File: src/rtl/core/assert_macros.svh
// Assertion macros shared by the upsampler RTL.
// Depends on nothing; included by the files that carry assertions.
`ifndef ASSERT_MACROS_SVH
`define ASSERT_MACROS_SVH

// The condition must hold in the same cycle as the trigger.
`define ASSERT_IMPLIES(label, clk, rst, pre, post, msg) \
   label: assert property (@(posedge clk) disable iff (rst) (pre) |-> (post)) \
      else $error(msg);

// The condition must hold in the cycle after the trigger.
`define ASSERT_NEXT(label, clk, rst, pre, post, msg) \
   label: assert property (@(posedge clk) disable iff (rst) (pre) |=> (post)) \
      else $error(msg);

`endif

File: src/rtl/core/ups_pkg.sv
// Package of the 2x upsampler: sizes, register indexes, sequencer types.
// Depends on nothing.
`timescale 1ns / 1ps

package ups_pkg;

   localparam int MAX_WIDTH_DEF  = 2048;
   localparam int MAX_HEIGHT_DEF = 2048;
   localparam int PIXEL_BITS_DEF = 16;

   localparam int COORD_BITS     = 12;
   localparam int PLANE_BITS     = 16;
   localparam int GEOM_BITS      = 12;
   localparam int CSR_INDEX_BITS = 2;
   localparam int CSR_DATA_BITS  = 16;

   localparam logic [CSR_INDEX_BITS-1:0] CSR_MODE        = 2'd0;
   localparam logic [CSR_INDEX_BITS-1:0] CSR_IN_WIDTH    = 2'd1;
   localparam logic [CSR_INDEX_BITS-1:0] CSR_IN_HEIGHT   = 2'd2;
   localparam logic [CSR_INDEX_BITS-1:0] CSR_PLANE_COUNT = 2'd3;

   localparam logic MODE_BILINEAR = 1'b0;
   localparam logic MODE_NEAREST  = 1'b1;

   typedef enum logic [2:0] {
      ROW_TOP,
      ROW_UP,
      ROW_DOWN,
      ROW_BOTTOM,
      ROW_NEAR_EVEN,
      ROW_NEAR_ODD
   } row_kind_type;

   typedef enum logic [2:0] {
      COL_FIRST,
      COL_ODD,
      COL_EVEN,
      COL_EDGE,
      COL_NEAR_EVEN,
      COL_NEAR_ODD
   } col_kind_type;

   typedef struct packed {
      logic                  near;
      logic                  first_col;
      logic                  last_col;
      logic                  first_row;
      logic                  last_row;
      logic [COORD_BITS-1:0] row2;
      logic [COORD_BITS-1:0] col2;
      logic [COORD_BITS-1:0] bottom_row;
      logic [COORD_BITS-1:0] edge_col;
      logic [PLANE_BITS-1:0] plane;
   } ups_item_type;

endpackage

File: src/rtl/core/ups_if.sv


interface ups_rsp_if #(
   parameter int PIXEL_BITS = ups_pkg::PIXEL_BITS_DEF
);
   import ups_pkg::*;

   logic                           valid;
   logic                           ready;
   logic signed [PIXEL_BITS+3:0]   value;
   logic        [PLANE_BITS-1:0]   plane;
   logic        [COORD_BITS-1:0]   out_row;
   logic        [COORD_BITS-1:0]   out_col;
   logic                           last;

   modport source (output valid, output value, output plane, output out_row,
                   output out_col, output last, input ready);
   modport sink (input valid, input value, input plane, input out_row,
                 input out_col, input last, output ready);
endinterface

File: src/rtl/core/ups_emit.sv
// Result sequencer of the 2x upsampler: walks the outputs of one pixel and
// holds the response register. Depends on ups_pkg, ups_if and assert_macros.svh.
`timescale 1ns / 1ps
`include "assert_macros.svh"

module ups_emit #(
   parameter int PIXEL_BITS = ups_pkg::PIXEL_BITS_DEF
) (
   input  logic                         clock,
   input  logic                         reset,
   input  logic                         load,
   input  ups_pkg::ups_item_type        item,
   input  logic signed [PIXEL_BITS-1:0] pixel,
   input  logic signed [PIXEL_BITS-1:0] left,
   input  logic signed [PIXEL_BITS-1:0] above,
   input  logic signed [PIXEL_BITS-1:0] above_left,
   output logic                         take,
   ups_rsp_if.source                    rsp
);
   import ups_pkg::*;

   localparam int QB = PIXEL_BITS + 2;
   localparam int VB = PIXEL_BITS + 4;

   logic                 s2_valid_ff, s2_valid_in;
   ups_item_type         item_ff;
   row_kind_type         row_ff, row_in, row_nxt;
   col_kind_type         col_ff, col_in, col_nxt;
   logic signed [QB-1:0] e_l_ff, e_c_ff, u_l_ff, u_c_ff, d_l_ff, d_c_ff;
   logic signed [QB-1:0] xq, lq, aq, alq;
   logic signed [QB-1:0] sel_l, sel_c;
   logic signed [VB-1:0] vl, vc, value_in;
   logic [COORD_BITS-1:0] row_out_in, col_out_in;
   logic                 col_end, row_done, is_last, emit;

   logic                  rsp_valid_ff;
   logic signed [VB-1:0]  value_ff;
   logic [PLANE_BITS-1:0] plane_ff;
   logic [COORD_BITS-1:0] row_out_ff, col_out_ff;
   logic                  last_ff;

   function automatic col_kind_type col_start(input ups_item_type it);
      col_kind_type k;
      if (it.near) begin
         k = COL_NEAR_EVEN;
      end else if (it.first_col) begin
         k = COL_FIRST;
      end else begin
         k = COL_ODD;
      end
      return k;
   endfunction

   function automatic row_kind_type row_start(input ups_item_type it);
      row_kind_type k;
      if (it.near) begin
         k = ROW_NEAR_EVEN;
      end else if (it.first_row) begin
         k = ROW_TOP;
      end else begin
         k = ROW_UP;
      end
      return k;
   endfunction

   assign xq  = QB'(pixel);
   assign lq  = QB'(left);
   assign aq  = QB'(above);
   assign alq = QB'(above_left);

   always_comb begin
      col_end = 1'b0;
      col_nxt = col_ff;
      case (col_ff)
         COL_FIRST: begin
            col_end = !item_ff.last_col;
            col_nxt = COL_EDGE;
         end
         COL_ODD: begin
            col_nxt = COL_EVEN;
         end
         COL_EVEN: begin
            col_end = !item_ff.last_col;
            col_nxt = COL_EDGE;
         end
         COL_NEAR_EVEN: begin
            col_nxt = COL_NEAR_ODD;
         end
         default: begin
            col_end = 1'b1;
         end
      endcase

      row_done = 1'b0;
      row_nxt  = row_ff;
      case (row_ff)
         ROW_TOP: begin
            row_done = !item_ff.last_row;
            row_nxt  = ROW_BOTTOM;
         end
         ROW_UP: begin
            row_nxt = ROW_DOWN;
         end
         ROW_DOWN: begin
            row_done = !item_ff.last_row;
            row_nxt  = ROW_BOTTOM;
         end
         ROW_NEAR_EVEN: begin
            row_nxt = ROW_NEAR_ODD;
         end
         default: begin
            row_done = 1'b1;
         end
      endcase

      is_last = col_end && row_done;
      emit    = s2_valid_ff && (!rsp_valid_ff || rsp.ready);
      take    = !s2_valid_ff || (emit && is_last);

      s2_valid_in = s2_valid_ff;
      row_in      = row_ff;
      col_in      = col_ff;
      if (load) begin
         s2_valid_in = 1'b1;
         row_in      = row_start(item);
         col_in      = col_start(item);
      end else if (emit && is_last) begin
         s2_valid_in = 1'b0;
      end else if (emit) begin
         if (col_end) begin
            row_in = row_nxt;
            col_in = col_start(item_ff);
         end else begin
            col_in = col_nxt;
         end
      end
   end

   always_comb begin
      case (row_ff)
         ROW_UP: begin
            sel_l = u_l_ff;
            sel_c = u_c_ff;
         end
         ROW_DOWN: begin
            sel_l = d_l_ff;
            sel_c = d_c_ff;
         end
         default: begin
            sel_l = e_l_ff;
            sel_c = e_c_ff;
         end
      endcase
      vl = VB'(sel_l);
      vc = VB'(sel_c);

      case (col_ff)
         COL_ODD:  value_in = (vl <<< 1) + vl + vc;
         COL_EVEN: value_in = vl + (vc <<< 1) + vc;
         default:  value_in = vc <<< 2;
      endcase

      case (row_ff)
         ROW_TOP:      row_out_in = '0;
         ROW_UP:       row_out_in = item_ff.row2 - COORD_BITS'(1);
         ROW_BOTTOM:   row_out_in = item_ff.bottom_row;
         ROW_NEAR_ODD: row_out_in = item_ff.row2 + COORD_BITS'(1);
         default:      row_out_in = item_ff.row2;
      endcase

      case (col_ff)
         COL_FIRST:    col_out_in = '0;
         COL_ODD:      col_out_in = item_ff.col2 - COORD_BITS'(1);
         COL_EDGE:     col_out_in = item_ff.edge_col;
         COL_NEAR_ODD: col_out_in = item_ff.col2 + COORD_BITS'(1);
         default:      col_out_in = item_ff.col2;
      endcase
   end

   always_ff @(posedge clock) begin
      if (reset) begin
         s2_valid_ff  <= 1'b0;
         row_ff       <= ROW_TOP;
         col_ff       <= COL_FIRST;
         rsp_valid_ff <= 1'b0;
      end else begin
         s2_valid_ff <= s2_valid_in;
         row_ff      <= row_in;
         col_ff      <= col_in;
         if (emit) begin
            rsp_valid_ff <= 1'b1;
         end else if (rsp.ready) begin
            rsp_valid_ff <= 1'b0;
         end
      end
   end

   always_ff @(posedge clock) begin
      if (load) begin
         item_ff <= item;
         e_l_ff  <= lq <<< 2;
         e_c_ff  <= xq <<< 2;
         u_l_ff  <= (alq <<< 1) + alq + lq;
         u_c_ff  <= (aq <<< 1) + aq + xq;
         d_l_ff  <= alq + (lq <<< 1) + lq;
         d_c_ff  <= aq + (xq <<< 1) + xq;
      end
      if (emit) begin
         value_ff   <= value_in;
         plane_ff   <= item_ff.plane;
         row_out_ff <= row_out_in;
         col_out_ff <= col_out_in;
         last_ff    <= is_last;
      end
   end

   assign rsp.valid   = rsp_valid_ff;
   assign rsp.value   = value_ff;
   assign rsp.plane   = plane_ff;
   assign rsp.out_row = row_out_ff;
   assign rsp.out_col = col_out_ff;
   assign rsp.last    = last_ff;

   `ASSERT_IMPLIES(a_near_rows, clock, reset, s2_valid_ff && item_ff.near,
      row_ff == ROW_NEAR_EVEN || row_ff == ROW_NEAR_ODD, "bilinear row in nearest mode")
   `ASSERT_NEXT(a_keep_item, clock, reset, emit && !is_last, s2_valid_ff,
      "pixel dropped before its last result")

endmodule

File: src/flat_wrapper.sv
// flat-port wrapper written by rule: the top's interface ports become plain ports
module ups_emit_flat import ups_pkg::*;
#(
   parameter int PIXEL_BITS = ups_pkg::PIXEL_BITS_DEF
)
  (clock, reset, load, item, pixel, left, above, above_left, take, rsp_valid, rsp_value, rsp_plane, rsp_out_row, rsp_out_col, rsp_last, rsp_ready);
  ups_rsp_if #(.PIXEL_BITS(PIXEL_BITS)) rsp_i ();
  input  logic clock;
  input  logic reset;
  input  logic load;
  input  ups_pkg::ups_item_type item;
  input  logic signed [PIXEL_BITS-1:0] pixel;
  input  logic signed [PIXEL_BITS-1:0] left;
  input  logic signed [PIXEL_BITS-1:0] above;
  input  logic signed [PIXEL_BITS-1:0] above_left;
  output logic take;
  output wire logic [$bits(rsp_i.valid)-1:0] rsp_valid;
  output wire logic [$bits(rsp_i.value)-1:0] rsp_value;
  output wire logic [$bits(rsp_i.plane)-1:0] rsp_plane;
  output wire logic [$bits(rsp_i.out_row)-1:0] rsp_out_row;
  output wire logic [$bits(rsp_i.out_col)-1:0] rsp_out_col;
  output wire logic [$bits(rsp_i.last)-1:0] rsp_last;
  input wire logic [$bits(rsp_i.ready)-1:0] rsp_ready;
  assign rsp_valid = rsp_i.valid;
  assign rsp_value = rsp_i.value;
  assign rsp_plane = rsp_i.plane;
  assign rsp_out_row = rsp_i.out_row;
  assign rsp_out_col = rsp_i.out_col;
  assign rsp_last = rsp_i.last;
  assign rsp_i.ready = rsp_ready;
  ups_emit #(.PIXEL_BITS(PIXEL_BITS)) u_core (.clock(clock), .reset(reset), .load(load), .item(item), .pixel(pixel), .left(left), .above(above), .above_left(above_left), .take(take), .rsp(rsp_i));
endmodule
File: config.mk
export PLATFORM = sky130hd
export DESIGN_NAME = ups_emit_flat
export DESIGN_NICKNAME = d
export VERILOG_FILES = /design/src/rtl/core/ups_pkg.sv /design/src/rtl/core/ups_if.sv /design/src/rtl/core/ups_emit.sv /design/src/flat_wrapper.sv
export VERILOG_INCLUDE_DIRS = /design/src /design/src/rtl/core
export SDC_FILE = /design/constraint.sdc
export NUM_CORES = 1
export LEC_CHECK = 0
export ABC_AREA = 1
export ABC_CLOCK_PERIOD_IN_PS = 4000
export BUFFER_PORTS_ARGS = -buffer_cell sky130_fd_sc_hd__buf_2
export CAP_MARGIN = 15
export CORE_ASPECT_RATIO = 0.9
export CORE_MARGIN = 10
export CORE_UTILIZATION = 55
export CTS_CLUSTER_SIZE = 8
export DETAILED_ROUTE_END_ITERATION = 10
export PLACE_DENSITY = 0.76
export SYNTH_ARGS = -nofsm -noshare
export SYNTH_HDL_FRONTEND = slang
export SYNTH_SLANG_ARGS = --single-unit
File: constraint.sdc
create_clock -name clock -period 4 [get_ports clock]
set_clock_uncertainty 0.2 [all_clocks]
set_input_delay 0.8 -clock clock [delete_from_list [all_inputs] [get_ports clock]]
set_output_delay 0.8 -clock clock [all_outputs]
set_load 0.03 [all_outputs]
==> impl_metrics.yaml, run 1 <==
run_status:
  outcome: "finished, final reports clean"
clock_tree:
  htreeDepth: 2
  postCtsHoldBufs: 0
  cts_inserted_buffers: 36
  clk_latency_ps: 510
  cts_root_buf: "clkbuf_16"
  ctsLongestPathBuffers: 3
  cts_tree: "yes"
  clkSinkCount: 239
  cts.clk_slew.worst_paths_ps: 60
critical_path:
  cp_max_fo: 18
  crit_chain: "inv_2, nand3_4, inv_4, buf_4, a22o_1, a21oi_4, xor2_1, inv_1, ha_1, a21o_1, ha_1, nand2_1, inv_1, a21oi_1, nand3_1, o21ai_0, nand3_1"
  startpoint_type: "register"
  end_kind: "register"
  cp_num_buf_inv: 5
  cp_top_family: "compound AO/OA/AOI/OAI gates"
  slowest_delay_ps: 400
  worstSetupPathType: "register to register"
  cp_slowest_cell: "dfxtp_1"
  cp_data_arrival_time_ps: 3860
  required_ps: 4040
routing:
  wl_um: 44300
  avgViaCountPerCell: 5.61
  drcViolationCount: 0
  vias: 13864
  drt-wirelength-per-cell_um: 17.9
  ant_nets: 0
  drt_first_pass_iters: 5
  drt_iter0_markers: 958
placement:
  routabilityCongestion: 0.937
  place_ws_ps: -6.54
  port_buffers: 199
  placed_cells: 2417
  hpwl_um: 35000
floorplanning:
  die_h_um: 187
  die-area_um2: 38500
  die_x_um: 206
  ioPinCount: 200
  rows: 61
  core_um2: 30800
  start_util_pct: 55.6
final_layout:
  antennaDiodeCount: 0
  finalNonFillerCells: 2473
  final_layout_size_suffix_gt1_share_pct: 15.3
  areaGrowthSynthToFinish_pct: 15.7
  final_nets: 2408
  fillers: 2526
power_and_ir_drop:
  p_clk_share_pct: 22.6
  p_seq_share_pct: 28.2
  p_sw_w: 0.00499
  combPwrFrac_pct: 49.1
  sw_frac_of_total_pct: 41.4
  p_per_area_nw_per_um2: 609
  power_leakage_nw: 9.01
  ir_worst_vdd_mv: 0.313
  power.internal_w: 0.00706
yosys:
  synth.area.top_cells: "edfxtp_1 41%, ha_1 10%, fa_1 10%, nand2_1 9.4%, nand3_1 4.5%"
  synthArstFlopShare_pct: 0
  synth_cell_types: 47
  yosys_warnings: 0
  synth_edf_count: 231
  syn-num-nets: 2169
  synth_top_area_cell: "edfxtp_1"
  yosysSeqAreaShare_pct: 41.5
  synth-seq-cells: 239
  synth_top_area_share_pct: 40.6
  syn_inst: 1808
  syn-cell-area_um2: 17100
  syn_avg_cell_area_um2: 9.45
  ys.flop_type: "edfxtp_1"
grt:
  antenna_found_initial: 1
  grt_pass1_wl_um: 71200
  gr-total-overflow: 0
  grt_pass1_vias: 13913
  grt_max_degree: 73
  track_usage_pct: 22.8
sta:
  finalCritPeriodShare_pct: 95.5
  setup_tns_ps: 0
  drv_slew: 0
  setup_viol: 0
  hold_viol: 0
  fin_crit_ps: 3820
  fmax_mhz: 262
  relSlewSlack_pct: 35.1
  layout_setup_ws_ps: 180
  tightest_slew_ps: 973
worst_hold_path:
  hold_path.class: "register to register"
flow_run:
  drv_cap: 0
-- state kept, by name (all words and copies together), names as in the netlist, 3 cells and up --
signal	count
u_core.row_ff	3
u_core.e_l_ff	16
u_core.u_l_ff	17
u_core.item_ff	68
u_core.d_l_ff	18
u_core.rsp.plane	16
u_core.rsp.value	20
u_core.u_c_ff	17
u_core.col_ff	3
u_core.rsp.out_row	12
u_core.rsp.out_col	12
u_core.d_c_ff	18
u_core.e_c_ff	16
-- worst reg2reg max path, stage by stage (launching register included) --
cell and delay [ps]:
dfxtp_1 400, inv_2 130, nand3_4 150, inv_4 100, buf_4 220, a22o_1 260
a21oi_4 180, xor2_1 170, inv_1 60, ha_1 180, a21o_1 160, ha_1 330
nand2_1 160, inv_1 60, a21oi_1 190, nand3_1 140, o21ai_0 330, nand3_1 140
-- synthesized netlist by cell type, types with 10 or more instances --
| cell | count |
|---|---|
| ha_1 | 138 |
| a22o_1 | 12 |
| nand4_1 | 11 |
| a21oi_1 | 143 |
| xor2_1 | 45 |
| nand2_1 | 428 |
| o21bai_1 | 10 |
| o211ai_1 | 12 |
| inv_1 | 188 |
| nand3b_1 | 11 |
| o21ai_0 | 75 |
| nand3_1 | 153 |
| a21o_1 | 25 |
| inv_2 | 11 |
| xnor2_1 | 30 |
| nor2_1 | 88 |
| nor3_1 | 21 |
| edfxtp_1 | 231 |
| fa_1 | 86 |
-- repair_timing --
action | in CTS | in global routing
gates resized for setup | 1 | 25
buffers inserted | 0 | 1
gates cloned | 0 | 0
pin swaps | 0 | 1
endpoints found under the setup margin | 2 | 13
-- kinds of logic (layout without fill, tap and decap cells) --
| kind of cell | after synthesis | count (layout) | synth area share, % |
|---|---|---|---|
| AO/OA/AOI/OAI | 309 | 309 | 10.5 |
| buffers and inverters | 220 | 476 | 5.13 |
| adder cells (fa/ha/maj) | 224 | 224 | 20.2 |
| flip-flops | 239 | 239 | 41.5 |
| XOR/XNOR | 75 | 75 | 3.84 |
| AND/OR/NAND/NOR | 741 | 741 | 18.8 |
-- power groups by stage --
stage,Sequential (W),Combinational (W),Clock (W)
5_1_grt,0.00343,0.00671,0.00288
3_5_place_dp,0.00344,0.00571,0
4_1_cts,0.00340,0.00576,0.00277
6_report,0.00340,0.00592,0.00273
3_3_place_gp,0.00343,0.00562,0
2_1_floorplan,0.00354,0.00407,0
-- worst paths after layout --
path	startpoint	end	slack, ps	cells past startpoint
setup / recovery	u_core.row_ff[2]	u_core.rsp.value[11]	180	17
hold / removal	u_core.item_ff[9]	u_core.rsp.plane[9]	210	0
hold reg to reg	u_core.item_ff[9]	u_core.rsp.plane[9]	210	0
setup reg to reg	u_core.row_ff[2]	u_core.rsp.value[11]	180	17
-- final cells by class --
type | instances | area [um^2] | share of cell area, %
Timing Repair Buffer | 220 | 1200 | 6.06
Clock buffer | 51 | 978 | 4.95
Sequential cell | 239 | 7100 | 35.9
Clock inverter | 4 | 32.5 | 0.165
Inverter | 201 | 764 | 3.87
Multi-Input combinational cell | 1349 | 9190 | 46.5
Tap cell | 409 | 512 | 2.59
-- cells in the final DEF, fill, tap and decap left out, types with 3 or more instances in the layout --
master	instances
nand2_1	427
edfxtp_1	231
buf_2	198
inv_1	187
nand3_1	148
a21oi_1	140
ha_1	137
nor2_1	86
fa_1	86
o21ai_0	72
xor2_1	45
clkbuf_16	37
xnor2_1	30
a21o_1	25
nor3_1	21
buf_4	18
nand3_2	14
clkbuf_1	14
o211ai_1	12
a22o_1	12
nand3b_1	11
nand4_1	11
o21bai_1	10
inv_2	9
a21boi_0	9
o31ai_1	8
dfxtp_1	6
a21oi_2	5
or2_2	5
inv_4	4
o21a_1	4
nor2_4	3
nor2_2	3
clkinv_1	3
nand2_2	3
and2_1	3
o21ai_1	3
buf_12	3
-- metal layers --
layer | vias up | GRT usage [%] | wire length (um)
li1 | 6695 | - | -
met3 | 74 | 3.48 | 3090
met2 | 484 | 36.6 | 20200
met5 | - | 0 | 0
met4 | 0 | 6.90 | 1250
met1 | 6611 | 31.1 | 19700
-- metrics by stage --
step	hold WS [ps]	cell area (um^2)	utilization [%]	total power, W
after floorplan	200	17100	-	0.00761
after global placement	201	18700	60.7	0.00906
after detailed placement	205	18700	60.7	0.00915
after CTS	214	19700	64.0	0.0119
after global routing	219	19800	64.3	0.0130
final	214	19800	64.3	0.0120
No activity file was read; power rests on OpenSTA's default activity.
==> run 2, diff against run 1 <==
--- a/config.mk
+++ b/config.mk
@@ -13,9 +13,10 @@
 export CORE_ASPECT_RATIO = 0.9
 export CORE_MARGIN = 10
 export CORE_UTILIZATION = 55
+export CTS_BUF_LIST = sky130_fd_sc_hd__clkbuf_16
 export CTS_CLUSTER_SIZE = 8
 export DETAILED_ROUTE_END_ITERATION = 10
-export PLACE_DENSITY = 0.76
+export PLACE_DENSITY = 0.75
 export SYNTH_ARGS = -nofsm -noshare
 export SYNTH_HDL_FRONTEND = slang
 export SYNTH_SLANG_ARGS = --single-unit
==> impl_metrics.yaml, run 2 (same netlist as run 1, synthesis figures left out) <==
placement:
  hpwl_um: 35200
  routabilityCongestion: 0.957
  port_buffers: 199
final_layout:
  fillers: 2553
  areaGrowthSynthToFinish_pct: 15.4
  final_nets: 2413
  multiInputGateArea_um2: 9170
  regArea_um2: 7100
  top_register: "u_core.item_ff"
  final_layout_size_suffix_gt1_share_pct: 15.3
  final_common_cell: "nand2_1"
  final_cell_mix: "428 x nand2_1, 231 x edfxtp_1, 201 x inv_1"
  largest_reg_flops: 68
sta:
  setup_viol: 0
  drv_slew: 0
  rsz0062_at_grt: "false"
  hold_viol: 0
  holdWs_ps: 215
  setup_tns_ps: 0
  relSlewSlack_pct: 34.4
  tightest_slew_ps: 984
  fin_crit_ps: 3830
  fmax_mhz: 261
  finalCritPeriodShare_pct: 95.7
routing:
  drt_iter0_markers: 944
  avgViaCountPerCell: 5.56
  vias: 13780
  ant_nets: 0
  drt-wirelength-per-cell_um: 17.8
  drt_first_pass_iters: 5
  wl_um: 44200
  drcViolationCount: 0
floorplanning:
  die-area_um2: 38500
  core_um2: 30800
  die_h_um: 187
  ioPinCount: 200
  start_util_pct: 55.6
  rows: 61
  die_x_um: 206
critical_path:
  cp_max_fo: 14
  startpoint_type: "register"
  slowest_delay_ps: 560
  cp_slowest_cell: "fa_1"
  end_kind: "register"
  required_ps: 4020
  cp_data_arrival_time_ps: 3850
  worstSetupPathType: "register to register"
  crit_chain: "inv_2, nand3_4, nand2_4, inv_4, nand2_1, nand3_2, inv_1, fa_1, inv_1, ha_1, nand2_1, inv_1, a21oi_1, nand2_1, o21ai_0, nand3_1"
worst_hold_path:
  hold_path.class: "register to register"
power_and_ir_drop:
  ir_worst_vdd_mv: 0.331
  p_clk_share_pct: 21.8
  power_leakage_nw: 9.06
  p_seq_share_pct: 28.4
  combPwrFrac_pct: 49.7
  p_sw_w: 0.00501
  power.internal_w: 0.00693
  p_per_area_nw_per_um2: 606
  sw_frac_of_total_pct: 42.0
grt:
  antenna_found_initial: 1
  grt_pass1_vias: 13904
  grt_max_degree: 58
  gr-total-overflow: 0
  track_usage_pct: 22.8
  grt_pass1_wl_um: 71100
flow_run:
  drv_cap: 0
clock_tree:
  clk_latency_ps: 510
  cts_root_buf: "clkbuf_16"
  postCtsHoldBufs: 0
  cts.clk_slew.worst_paths_ps: 50
  clkSinkCount: 239
  cts_tree: "yes"
  cts_inserted_buffers: 35
  htreeDepth: 2
  ctsLongestPathBuffers: 3
run_status:
  outcome: "finished, final reports clean"
[run 2: timing repair]
action | CTS | global route
setup endpoints to repair | 0 | 14
setup buffers | 0 | 2
gates resized for setup | 0 | 21
[run 2: critical path: cells and delay by family (launching register included)]
family                     cells  cell delay (ps)
adders and majority gates      2              920
DFF                            1              440
buffers and inverters          5              470
and+or+nand+nor                7             1000
AOI/OAI and AO/OA              2              530
[run 2: layout make-up]
type	instances	area share, %
multi-input cells	1349	46.5
flip-flops and latches	239	36.0
repair buffers	226	6.17
clock buffers	35	4.44
inverters	201	3.88
well taps	409	2.59
clock inverters	17	0.431
diodes	1	0.0127
[run 2: metal layers]
| layer | track usage, % | share of wire, % | wire (um) | up-vias |
|---|---|---|---|---|
| met5 | 0 | 0 | 0 | - |
| met4 | 6.45 | 2.3 | 1030 | 0 |
| met3 | 4.07 | 7.6 | 3340 | 66 |
| met2 | 36.2 | 46 | 20200 | 473 |
| met1 | 31.4 | 44 | 19600 | 6533 |
| li1 | - | - | - | 6708 |
[run 2: through the flow]
step	cell area, um^2	power [W]	utilization [%]	setup WS (ps)	instances
2_1_floorplan	17100	0.00761	-	427	1808
3_3_place_gp	18700	0.00911	60.7	122	2422
3_5_place_dp	18700	0.00920	60.7	17.0	2422
4_1_cts	19600	0.0119	63.9	29.4	2474
5_1_grt	19700	0.0129	64.1	3.82	2476
6_report	19700	0.0119	64.1	172	2477
[run 2: power groups by stage]
stage	clock, W	combinational [W]	sequential, W
CTS	0.00265	0.00581	0.00340
detailed placement	0	0.00576	0.00344
global route	0.00277	0.00672	0.00343
global placement	0	0.00568	0.00343
finish	0.00261	0.00594	0.00340
floorplan	0	0.00407	0.00354
[run 2: final timing paths]
path,endpoint,slack [ps],from,cells after the start
max reg2reg,u_core.rsp.value[10],170,u_core.row_ff[1],16
min reg2reg,u_core.rsp.plane[10],220,u_core.item_ff[10],0
max,u_core.rsp.value[10],170,u_core.row_ff[1],16
min,u_core.rsp.plane[10],220,u_core.item_ff[10],0
